<file path="src/hdl/ttmc_pkg.sv">
// shared types, constants and constant-divider helpers of the tick timebase
package ttmc_pkg;

    localparam int CmdW     = 2;
    localparam int LowW     = 16;
    localparam int ValueW   = 32;
    localparam int TickW    = 32;
    localparam int MptW     = 10;
    localparam int CfgIdxW  = 4;
    localparam int CfgDataW = 10;

    // timer-clock count and its product with the millisecond numerator
    localparam int CountW  = TickW + LowW;
    localparam int ScaledW = CountW + 4;
    // fine milliseconds before truncation
    localparam int MsW     = 39;
    localparam int TopW    = ScaledW - 48;
    localparam int Q2W     = 7;

    localparam logic [3:0] MsNum = 4'd11;

    // divide by 13125: x < 2^30, exact with a 44-bit shift
    localparam int          DivMsXW     = 30;
    localparam int          DivMsRW     = 14;
    localparam int          DivMsShift  = 44;
    localparam logic [30:0] DivMsRecip  = 31'd1340357032;
    localparam logic [13:0] DivMsD      = 14'd13125;

    // divide by 1000: x < 2^26, exact with a 36-bit shift
    localparam int          DivSXW      = 26;
    localparam int          DivSRW      = 10;
    localparam int          DivSShift   = 36;
    localparam logic [26:0] DivSRecip   = 27'd68719477;
    localparam logic [9:0]  DivSD       = 10'd1000;

    typedef enum logic [CmdW-1:0] {
        CMD_TICK = 2'd0,
        CMD_MS   = 2'd1,
        CMD_SEC  = 2'd2,
        CMD_RAW  = 2'd3
    } cmd_t;

    localparam logic [CfgIdxW-1:0] CFG_FINE_MODE   = 4'd0;
    localparam logic [CfgIdxW-1:0] CFG_MS_PER_TICK = 4'd1;
    localparam logic [MptW-1:0]    MsPerTickRst    = 10'd55;

    typedef struct packed {
        logic            fine_mode;
        logic [MptW-1:0] ms_per_tick;
    } cfg_t;

    // values that ride along the pipeline untouched
    typedef struct packed {
        cmd_t              cmd;
        logic [ValueW-1:0] direct;
    } side_t;

    typedef struct packed {
        side_t              side;
        logic               fine_mode;
        logic [ScaledW-1:0] scaled;
        logic [ValueW-1:0]  coarse;
    } front_t;

    function automatic logic [15:0] div_ms_q(input logic [DivMsXW-1:0] x);
        logic [60:0] prod;
        prod = 61'(x) * 61'(DivMsRecip);
        return prod[DivMsShift+15:DivMsShift];
    endfunction

    function automatic logic [DivMsRW-1:0] div_ms_r(input logic [DivMsXW-1:0] x,
                                                    input logic [15:0] q);
        logic [DivMsXW-1:0] back;
        back = DivMsXW'(q) * DivMsXW'(DivMsD);
        return DivMsRW'(x - back);
    endfunction

    function automatic logic [15:0] div_s_q(input logic [DivSXW-1:0] x);
        logic [52:0] prod;
        prod = 53'(x) * 53'(DivSRecip);
        return prod[DivSShift+15:DivSShift];
    endfunction

    function automatic logic [DivSRW-1:0] div_s_r(input logic [DivSXW-1:0] x,
                                                  input logic [15:0] q);
        logic [DivSXW-1:0] back;
        back = DivSXW'(q) * DivSXW'(DivSD);
        return DivSRW'(x - back);
    endfunction

endpackage

</file>
<file path="src/hdl/ttmc_cfg.sv">
// configuration register file: fine mode and milliseconds per tick
module ttmc_cfg (
    input  logic                          aclk,
    input  logic                          aresetn,
    input  logic                          cfg_valid,
    output logic                          cfg_ready,
    input  logic [ttmc_pkg::CfgIdxW-1:0]  cfg_index,
    input  logic [ttmc_pkg::CfgDataW-1:0] cfg_data,
    output ttmc_pkg::cfg_t                cfg
);
    import ttmc_pkg::*;

    cfg_t cfg_reg;
    cfg_t cfg_next;

    assign cfg_ready = 1'b1;
    assign cfg       = cfg_reg;

    always_comb begin
        cfg_next = cfg_reg;
        if (cfg_valid) begin
            unique case (cfg_index)
                CFG_FINE_MODE:   cfg_next.fine_mode   = cfg_data[0];
                CFG_MS_PER_TICK: cfg_next.ms_per_tick = cfg_data[MptW-1:0];
                default:         cfg_next = cfg_reg;
            endcase
        end
    end

    always_ff @(posedge aclk) begin
        if (!aresetn) begin
            cfg_reg.fine_mode   <= 1'b0;
            cfg_reg.ms_per_tick <= MsPerTickRst;
        end else begin
            cfg_reg <= cfg_next;
        end
    end

endmodule

</file>
<file path="config.mk">
export PLATFORM = sky130hd
export DESIGN_NAME = ttmc_cfg
export DESIGN_NICKNAME = d
export VERILOG_FILES = /design/src/hdl/ttmc_pkg.sv /design/src/hdl/ttmc_cfg.sv
export SDC_FILE = /design/constraint.sdc
export NUM_CORES = 1
export LEC_CHECK = 0
export ABC_AREA = 1
export BUFFER_PORTS_ARGS = -buffer_cell sky130_fd_sc_hd__buf_2
export CAP_MARGIN = 20
export CORE_ASPECT_RATIO = 1.1
export CORE_MARGIN = 1
export CORE_UTILIZATION = 25
export DETAILED_ROUTE_END_ITERATION = 6
export GPL_TIMING_DRIVEN = 0
export HOLD_SLACK_MARGIN = 0.05
export PLACE_DENSITY_LB_ADDON = 0.3
export SYNTH_ARGS = -nofsm -noshare
export SYNTH_HDL_FRONTEND = slang
export SYNTH_SLANG_ARGS = --single-unit
</file>
<file path="constraint.sdc">
create_clock -name aclk -period 0.8 [get_ports aclk]
set_input_delay 0.16 -clock aclk [delete_from_list [all_inputs] [get_ports aclk]]
set_output_delay 0.16 -clock aclk [all_outputs]
set_load 0.005 [all_outputs]
</file>
==> impl_metrics.json, run 1 <==
{
  "largest_reg_flops": 11,
  "fill_cells": 241,
  "antenna_found_initial": 0,
  "hold_violations": 0,
  "yosysWarnings": 0,
  "multi_input_area_um2": 236,
  "swShare_pct": 26.2,
  "coreArea_um2": 2060,
  "slowest_stage": "dfxtp_2",
  "ys_types": 14,
  "synthesis.area_um2": 563,
  "slew_viol_final": 0,
  "synth_cells": 82,
  "violations": "setup timing",
  "clkPwrFrac_pct": 34.7,
  "cts_tree": "done",
  "cp-end-kind": "output pin",
  "status": "finished with violations",
  "crit_type": "reg2out",
  "nNetsFinal": 131,
  "cts_buffers": 3,
  "r2r_end": "cfg[6]",
  "ys_ff_latch": 11,
  "max_stage_delay_ns": 0.33,
  "max-cap-violations": 0,
  "reg2reg_slack_ns": 0.19,
  "worstSetupStartpointType": "register",
  "worstSkewPairLatency_ns": 0.27,
  "drive_above_1_share_pct": 43.4,
  "grt.overflow.total": 0,
  "place_inst": 137,
  "rsz0062_at_grt": "yes",
  "grt_pass1_vias": 517,
  "drt_first_pass_iters": 4,
  "die_w_um": 47.3,
  "skew_ns": 0,
  "grt_pass1_wl_um": 2200,
  "cp.depth": 1,
  "stdcell_count": 141,
  "die_area_um2": 2450,
  "syn2layout_area_growth_pct": 44.0,
  "numPortBuffers": 27,
  "start_util_pct": 27.3,
  "p_per_area_nw_per_um2": 1390,
  "crit_start": "cfg[1]",
  "vdd_ir_drop_max_uv": 819,
  "drc": 0,
  "ios": 29,
  "worst_slack_ns": -0.0761,
  "path_clk_slew_ns": 0.07,
  "cts_buffer_depth": 2,
  "path_buf_inv": 1,
  "power_leakage_nw": 0.427,
  "wl_per_cell_um": 8.71,
  "drtIter0Drc": 8,
  "cts_sinks": 11,
  "setup.worst_path.end": "cfg[1]",
  "num_vias": 575,
  "gp_congestion": 0.704,
  "avgSynthCellArea_um2": 6.87,
  "power_switching_w": 0.000297,
  "rows": 17,
  "p_int_w": 0.000834,
  "stdcell_area_um2": 811,
  "combinationalPowerShare_pct": 15.0,
  "syn_nets": 99,
  "critical_path.top_delay_family": "flip-flops",
  "critPathArrivalTime_ns": 0.72,
  "setup_viol": 11,
  "holdPathStages": 3,
  "routed_via_density": 4.08,
  "synth_seq_area_share_pct": 39.1,
  "clockRootBuffer": "clkbuf_4",
  "dp_hpwl_um": 908,
  "routed_wl_um": 1230,
  "crit_required_ns": 0.64,
  "groute.usage.overall_pct": 12.4,
  "fmax_mhz": 1140,
  "hold_path.class": "in2reg",
  "critPathMaxFanout": 2,
  "path_cells": "buf_2",
  "fin_crit_sh_pct": 110,
  "seq_area_um2": 234,
  "seqPwrFrac_pct": 50.3,
  "period_needed_ns": 0.876,
  "h-tree-depth": 1,
  "die_h_um": 51.8,
  "antenna_left": 0,
  "r2r_start": "cfg[6]",
  "antennaDiodeCount": 0,
  "grt_max_degree": 11,
  "reg2reg_depth": 4,
  "place_area_um2": 733
}
==> routing by layer <==
layer	vias up	track usage, %	routed length (um)
met4	0	7.14	25
li1	311	-	-
met3	4	3.13	95
met2	18	18.0	538
met5	-	0	0
met1	242	16.2	569
==> cells in the mapped netlist, drive strengths merged <==
master,number,share of area (%)
buf,3,4.2
clkbuf,1,0.67
conb,1,0.67
dfxtp,11,39
inv,21,14
nand2,18,12
nand3,7,8.4
nand4,11,12
nor2,9,8.7
==> stage by stage <==
stage / setup WS, ns / hold WS (ns) / util [%] / total power [W] / TNS [ns]
final: -0.0761 / 0.116 / 39.3 / 0.00113 / -0.738
after global routing: -0.113 / 0.107 / 39.3 / 0.00121 / -1.08
after CTS: -0.0802 / 0.119 / 37.4 / 0.00113 / -0.780
after detailed placement: -0.114 / 0.415 / 35.5 / 0.000740 / -1.09
after global placement: -0.110 / 0.399 / 35.5 / 0.000739 / -0.986
after floorplan: 0.0734 / 0.281 / - / 0.000667 / 0
==> power by group through the flow <==
stage	clock network, W	logic, W	registers [W]
6_report	0.000393	0.000169	0.000568
3_3_place_gp	0	0.000161	0.000577
5_1_grt	0.000446	0.000194	0.000570
2_1_floorplan	0	0.0000873	0.000579
3_5_place_dp	0	0.000163	0.000578
4_1_cts	0.000397	0.000163	0.000566
==> cells in the final DEF, fill, tap and decap left out <==
cell and count:
buf_2 22, inv_1 19, nand2_1 18, nand4_1 11, dfxtp_2 11, buf_6 7, nor2_1 7, nand3_1 6
clkbuf_4 3, inv_2 2, nor2_4 2, clkbuf_1 2, nand3_4 1, buf_4 1, conb_1 1
==> worst min-delay path by stage <==
stage / from / endpoint / slack, ns
after detailed placement: aresetn / cfg[6] / 0.41
after CTS: aresetn / cfg[6] / 0.12
final: aresetn / cfg[6] / 0.12
after floorplan: aresetn / cfg[6] / 0.28
after global routing: aresetn / cfg[6] / 0.11
after global placement: aresetn / cfg[6] / 0.40
==> kinds of logic after synthesis <==
| group | Yosys count | share of synthesized area [%] |
|---|---|---|
| other | 1 | 0.666 |
| and+or+nand+nor | 45 | 41.3 |
| buffers and inverters | 25 | 18.9 |
| DFF | 11 | 39.1 |
==> layout make-up <==
class | count | share of cell area, %
multi-input combinational | 46 | 29.2
buffer | 4 | 3.40
clock buffer | 4 | 3.24
sequential | 11 | 28.9
timing repair buffer | 27 | 21.3
inverter | 21 | 9.72
tap | 28 | 4.32
==> what timing repair did <==
action	in CTS	in global routing
gates resized for setup	10	7
endpoints found under the hold margin	0	0
hold buffers	0	0
setup endpoints to repair	11	11
setup buffers	0	0
(Power assumes the default switching activity.)
==> run 2: changes to the inputs <==
--- a/config.mk
+++ b/config.mk
@@ -10,7 +10,7 @@
 export CAP_MARGIN = 20
 export CORE_ASPECT_RATIO = 1.1
 export CORE_MARGIN = 1
-export CORE_UTILIZATION = 25
+export CORE_UTILIZATION = 38
 export DETAILED_ROUTE_END_ITERATION = 6
 export GPL_TIMING_DRIVEN = 0
 export HOLD_SLACK_MARGIN = 0.05
==> impl_metrics.json, run 2 (synthesis gave the netlist of run 1 again) <==
{
  "status": "finished with violations",
  "violations": "setup timing",
  "rsz0062_at_grt": "yes",
  "post_cts_buffers": 0,
  "cp-end-kind": "output pin",
  "numPortBuffers": 27,
  "fmax_mhz": 1160,
  "cp.depth": 1,
  "place_area_um2": 718,
  "worstSetupStartpointType": "register",
  "critical_path.top_delay_family": "flip-flops",
  "hold_path.class": "in2reg",
  "antenna_found_initial": 0,
  "h-tree-depth": 1,
  "path_cells": "buf_2",
  "grt_max_degree": 11,
  "fin_util_pct": 55.5,
  "p_per_area_nw_per_um2": 1460,
  "min_to": "cfg[6]",
  "slowest_stage": "dfxtp_2",
  "dp_hpwl_um": 830,
  "grt_pass1_wl_um": 1950,
  "hold_violations": 0,
  "gp_congestion": 0.745,
  "path_buf_inv": 1,
  "skew_ns": 0,
  "critPathArrivalTime_ns": 0.70,
  "r2r_start": "cfg[9]",
  "finalPower_w": 0.00111,
  "num_vias": 587,
  "ios": 29,
  "critPathMaxFanout": 2,
  "grt.overflow.total": 0,
  "routed_wl_um": 1160,
  "r2r_end": "cfg[9]",
  "reg2reg_slack_ns": 0.20,
  "drive_above_1_share_pct": 43.4,
  "period_needed_ns": 0.863,
  "worstSkewPairLatency_ns": 0.26,
  "max-cap-violations": 0,
  "path_clk_slew_ns": 0.07,
  "drtIter0Drc": 12,
  "final_common_cell": "buf_2",
  "grt_pass1_vias": 466,
  "slew_viol_final": 0,
  "clockRootBuffer": "clkbuf_4",
  "power_leakage_nw": 0.417,
  "drt_first_pass_iters": 4,
  "cts_buffer_depth": 2,
  "coreArea_um2": 1370,
  "die_area_um2": 1640,
  "largest_reg_flops": 11,
  "nNetsFinal": 131,
  "rows": 14,
  "multi_input_area_um2": 236,
  "seq_area_um2": 234,
  "stdcell_area_um2": 758,
  "antennaDiodeCount": 0,
  "reg2reg_depth": 4,
  "most-common-layout-cells": "buf_2 (28), inv_1 (19), nand2_1 (18)",
  "holdCritStartpoint": "aresetn",
  "die_h_um": 42.4,
  "holdPathStages": 3,
  "groute.usage.overall_pct": 16.9,
  "routed_via_density": 4.55,
  "antenna_left": 0,
  "cts_sinks": 11,
  "syn2layout_area_growth_pct": 34.7,
  "max_stage_delay_ns": 0.32,
  "die_w_um": 38.7,
  "wl_per_cell_um": 9.00,
  "place_ws_ns": -0.114,
  "worst_slack_ns": -0.0634,
  "cts_buffers": 3,
  "crit_type": "reg2out",
  "vdd_ir_drop_max_uv": 989,
  "crit_required_ns": 0.64,
  "cts_tree": "done",
  "fill_cells": 132,
  "crit_start": "cfg[4]",
  "setup_tns_ns": -0.626,
  "fin_crit_sh_pct": 108,
  "start_util_pct": 41.2,
  "setup_viol": 11,
  "drc": 0
}
==> run 2: cell count changes in the layout (fill, tap and decap cells not counted) <==
cell | before | now
buf_2 | 22 | 28
buf_6 | 7 | 1
==> run 2: worst max-delay path by stage <==
| stage | endpoint | slack (ns) |
|---|---|---|
| after floorplan | cfg[3] | 0.07 |
| after global placement | cfg[9] | -0.11 |
| after detailed placement | cfg[8] | -0.11 |
| after CTS | cfg[4] | -0.07 |
| after global routing | cfg[0] | -0.09 |
| final | cfg[4] | -0.06 |
==> run 2: layout make-up <==
cell class	count	share of cell area, %
Multi-Input combinational cell	46	31.2
Sequential cell	11	30.9
Timing Repair Buffer	27	17.8
Inverter	21	10.4
Buffer	4	3.63
Clock buffer	4	3.47
Tap cell	16	2.64
==> run 2: layer usage <==
layer / wire length, um / track usage [%] / up-vias
met5: 0 / 0 / -
li1: - / - / 310
met3: 71 / 4.79 / 4
met1: 527 / 23.0 / 257
met2: 536 / 24.0 / 16
met4: 25 / 8.28 / 0
==> run 2: metrics by stage <==
step / hold WS (ns) / cells
after detailed placement: 0.405 / 125
after floorplan: 0.281 / 82
after global routing: 0.118 / 129
final: 0.113 / 129
after CTS: 0.116 / 129
after global placement: 0.397 / 125
==> run 2: what timing repair did <==
action	CTS	global route
pin swaps	0	0
cloned	0	0
hold buffers	0	0
resized for setup	6	5
endpoints found under the setup margin	11	11
==> run 2: report_power, final <==
group          total, W  leakage [nW]  internal [W]  switching, W
registers      0.000566        0.0898      0.000561    0.00000492
logic          0.000164         0.312     0.0000717     0.0000923
clock network  0.000379        0.0150      0.000193      0.000187
total           0.00111         0.417      0.000826      0.000284
==> run 3: changes to the inputs <==
--- a/config.mk
+++ b/config.mk
@@ -15,6 +15,7 @@
 export GPL_TIMING_DRIVEN = 0
 export HOLD_SLACK_MARGIN = 0.05
 export PLACE_DENSITY_LB_ADDON = 0.3
+export RECOVER_POWER = 25
 export SYNTH_ARGS = -nofsm -noshare
 export SYNTH_HDL_FRONTEND = slang
 export SYNTH_SLANG_ARGS = --single-unit
==> constraint.sdc (replaced) <==
create_clock -name aclk -period 0.8 [get_ports aclk]
set_input_delay 0.08 -clock aclk [delete_from_list [all_inputs] [get_ports aclk]]
set_output_delay 0.08 -clock aclk [all_outputs]
set_load 0.005 [all_outputs]
==> impl_metrics.json, run 3 (synthesis gave the netlist of run 1 again) <==
{
  "worstSetupStartpointType": "register",
  "crit_type": "reg2out",
  "antenna_left": 0,
  "gp_congestion": 0.745,
  "cts_buffer_depth": 2,
  "swShare_pct": 25.3,
  "grt_pass1_wl_um": 1880,
  "nNetsFinal": 132,
  "seqPwrFrac_pct": 51.0,
  "fin_crit_sh_pct": 97.5,
  "power_switching_w": 0.000281,
  "grt_pass1_vias": 465,
  "combinationalPowerShare_pct": 14.8,
  "reg2reg_depth": 4,
  "antennaDiodeCount": 0,
  "slew_viol_final": 0,
  "fin_util_pct": 55.3,
  "die_w_um": 38.7,
  "die_h_um": 42.4,
  "grt_max_degree": 11,
  "ios": 29,
  "path_buf_inv": 1,
  "max_stage_delay_ns": 0.32,
  "cp-end-kind": "output pin",
  "num_vias": 598,
  "max-cap-violations": 0,
  "power_leakage_nw": 0.421,
  "groute.usage.overall_pct": 16.4,
  "critical_path.top_delay_family": "flip-flops",
  "vdd_ir_drop_max_uv": 986,
  "fmax_mhz": 1280,
  "path_cells": "buf_2",
  "fill_cells": 135,
  "rows": 14,
  "stdcell_area_um2": 756,
  "grt.overflow.total": 0,
  "cts_tree": "done",
  "drive_above_1_share_pct": 39.5,
  "hold_violations": 0,
  "cts_buffers": 3,
  "crit_required_ns": 0.72,
  "period_needed_ns": 0.780,
  "holdPathStages": 3,
  "numPortBuffers": 27,
  "rsz0062_at_grt": "yes",
  "setup_viol": 0,
  "place_inst": 125,
  "cts_sinks": 11,
  "largest_reg_flops": 11,
  "coreArea_um2": 1370,
  "routed_via_density": 4.60,
  "h-tree-depth": 1,
  "dp_hpwl_um": 830,
  "clkPwrFrac_pct": 34.2,
  "critPathMaxFanout": 2,
  "finalPower_w": 0.00111,
  "slowest_stage": "dfxtp_2",
  "worst_hold_slack_ns": 0.0820,
  "most-common-layout-cells": "buf_2 (28), inv_1 (19), nand2_1 (18)",
  "p_int_w": 0.000828,
  "syn2layout_area_growth_pct": 34.2,
  "critPathArrivalTime_ns": 0.70,
  "drc": 0,
  "final_common_cell": "buf_2",
  "drt_first_pass_iters": 4,
  "die_area_um2": 1640,
  "skew_ns": 0,
  "routed_wl_um": 1160,
  "wl_per_cell_um": 8.89,
  "cp.depth": 1,
  "status": "complete, no violations",
  "drtIter0Drc": 10,
  "start_util_pct": 41.2,
  "clockRootBuffer": "clkbuf_4",
  "antenna_found_initial": 0,
  "place_area_um2": 718,
  "path_clk_slew_ns": 0.07,
  "hold_path.class": "in2reg",
  "p_per_area_nw_per_um2": 1470,
  "stdcell_count": 130,
  "worstSkewPairLatency_ns": 0.27
}
run 3: cell count changes in the layout (fill, tap and decap cells not counted):
cell           previous run  this run
nand3_2                   0         1
dfxtp_2                  11         7
dfxtp_1                   0         4
dlygate4sd3_1             0         1
nand3_4                   1         0
run 3: final cells by class:
cell class	count	area, um2	area share [%]
plain buffers	4	27.5	3.64
clock buffers	4	26.3	3.48
well taps	16	20.0	2.65
inverters	21	78.8	10.4
flip-flops and latches	11	229	30.3
repair buffers	28	145	19.2
multi-input cells	46	229	30.3
run 3: path summary, 6_finish.rpt:
kind,from,to,slack [ns]
setup / recovery,cfg[0],cfg[0],0.02
hold / removal,cfg_data[2],cfg[2],0.08
setup reg to reg,cfg[9],cfg[9],0.20
hold reg to reg,cfg[4],cfg[4],0.45
run 3: what timing repair did:
| action | 4_1_cts | 5_1_grt |
|---|---|---|
| hold buffers | 1 | 0 |
| gates resized for setup | 0 | 8 |
| endpoints found under the setup margin | 0 | 8 |
| endpoints found under the hold margin | 1 | 0 |
| setup buffers | 0 | 0 |
run 3: power by group through the flow:
| stage | combinational (W) | sequential, W | clock (W) |
|---|---|---|---|
| global route | 0.000186 | 0.000567 | 0.000414 |
| detailed placement | 0.000163 | 0.000577 | 0 |
| CTS | 0.000167 | 0.000564 | 0.000394 |
| floorplan | 0.0000873 | 0.000579 | 0 |
| finish | 0.000164 | 0.000566 | 0.000379 |
| global placement | 0.000161 | 0.000577 | 0 |
run 3: metal layers:
layer,track usage (%),part of all wire [%]
met1,22.3,44
met2,23.0,48
met3,4.79,5.4
met4,8.28,2.2
met5,0,0
run 3: stage by stage:
step                      setup slack, ns  setup TNS (ns)
after floorplan                     0.153               0
after global placement            -0.0253         -0.0978
after detailed placement          -0.0339          -0.195
after CTS                       0.0000112               0
after global routing             -0.00660         -0.0270
final                              0.0203               0
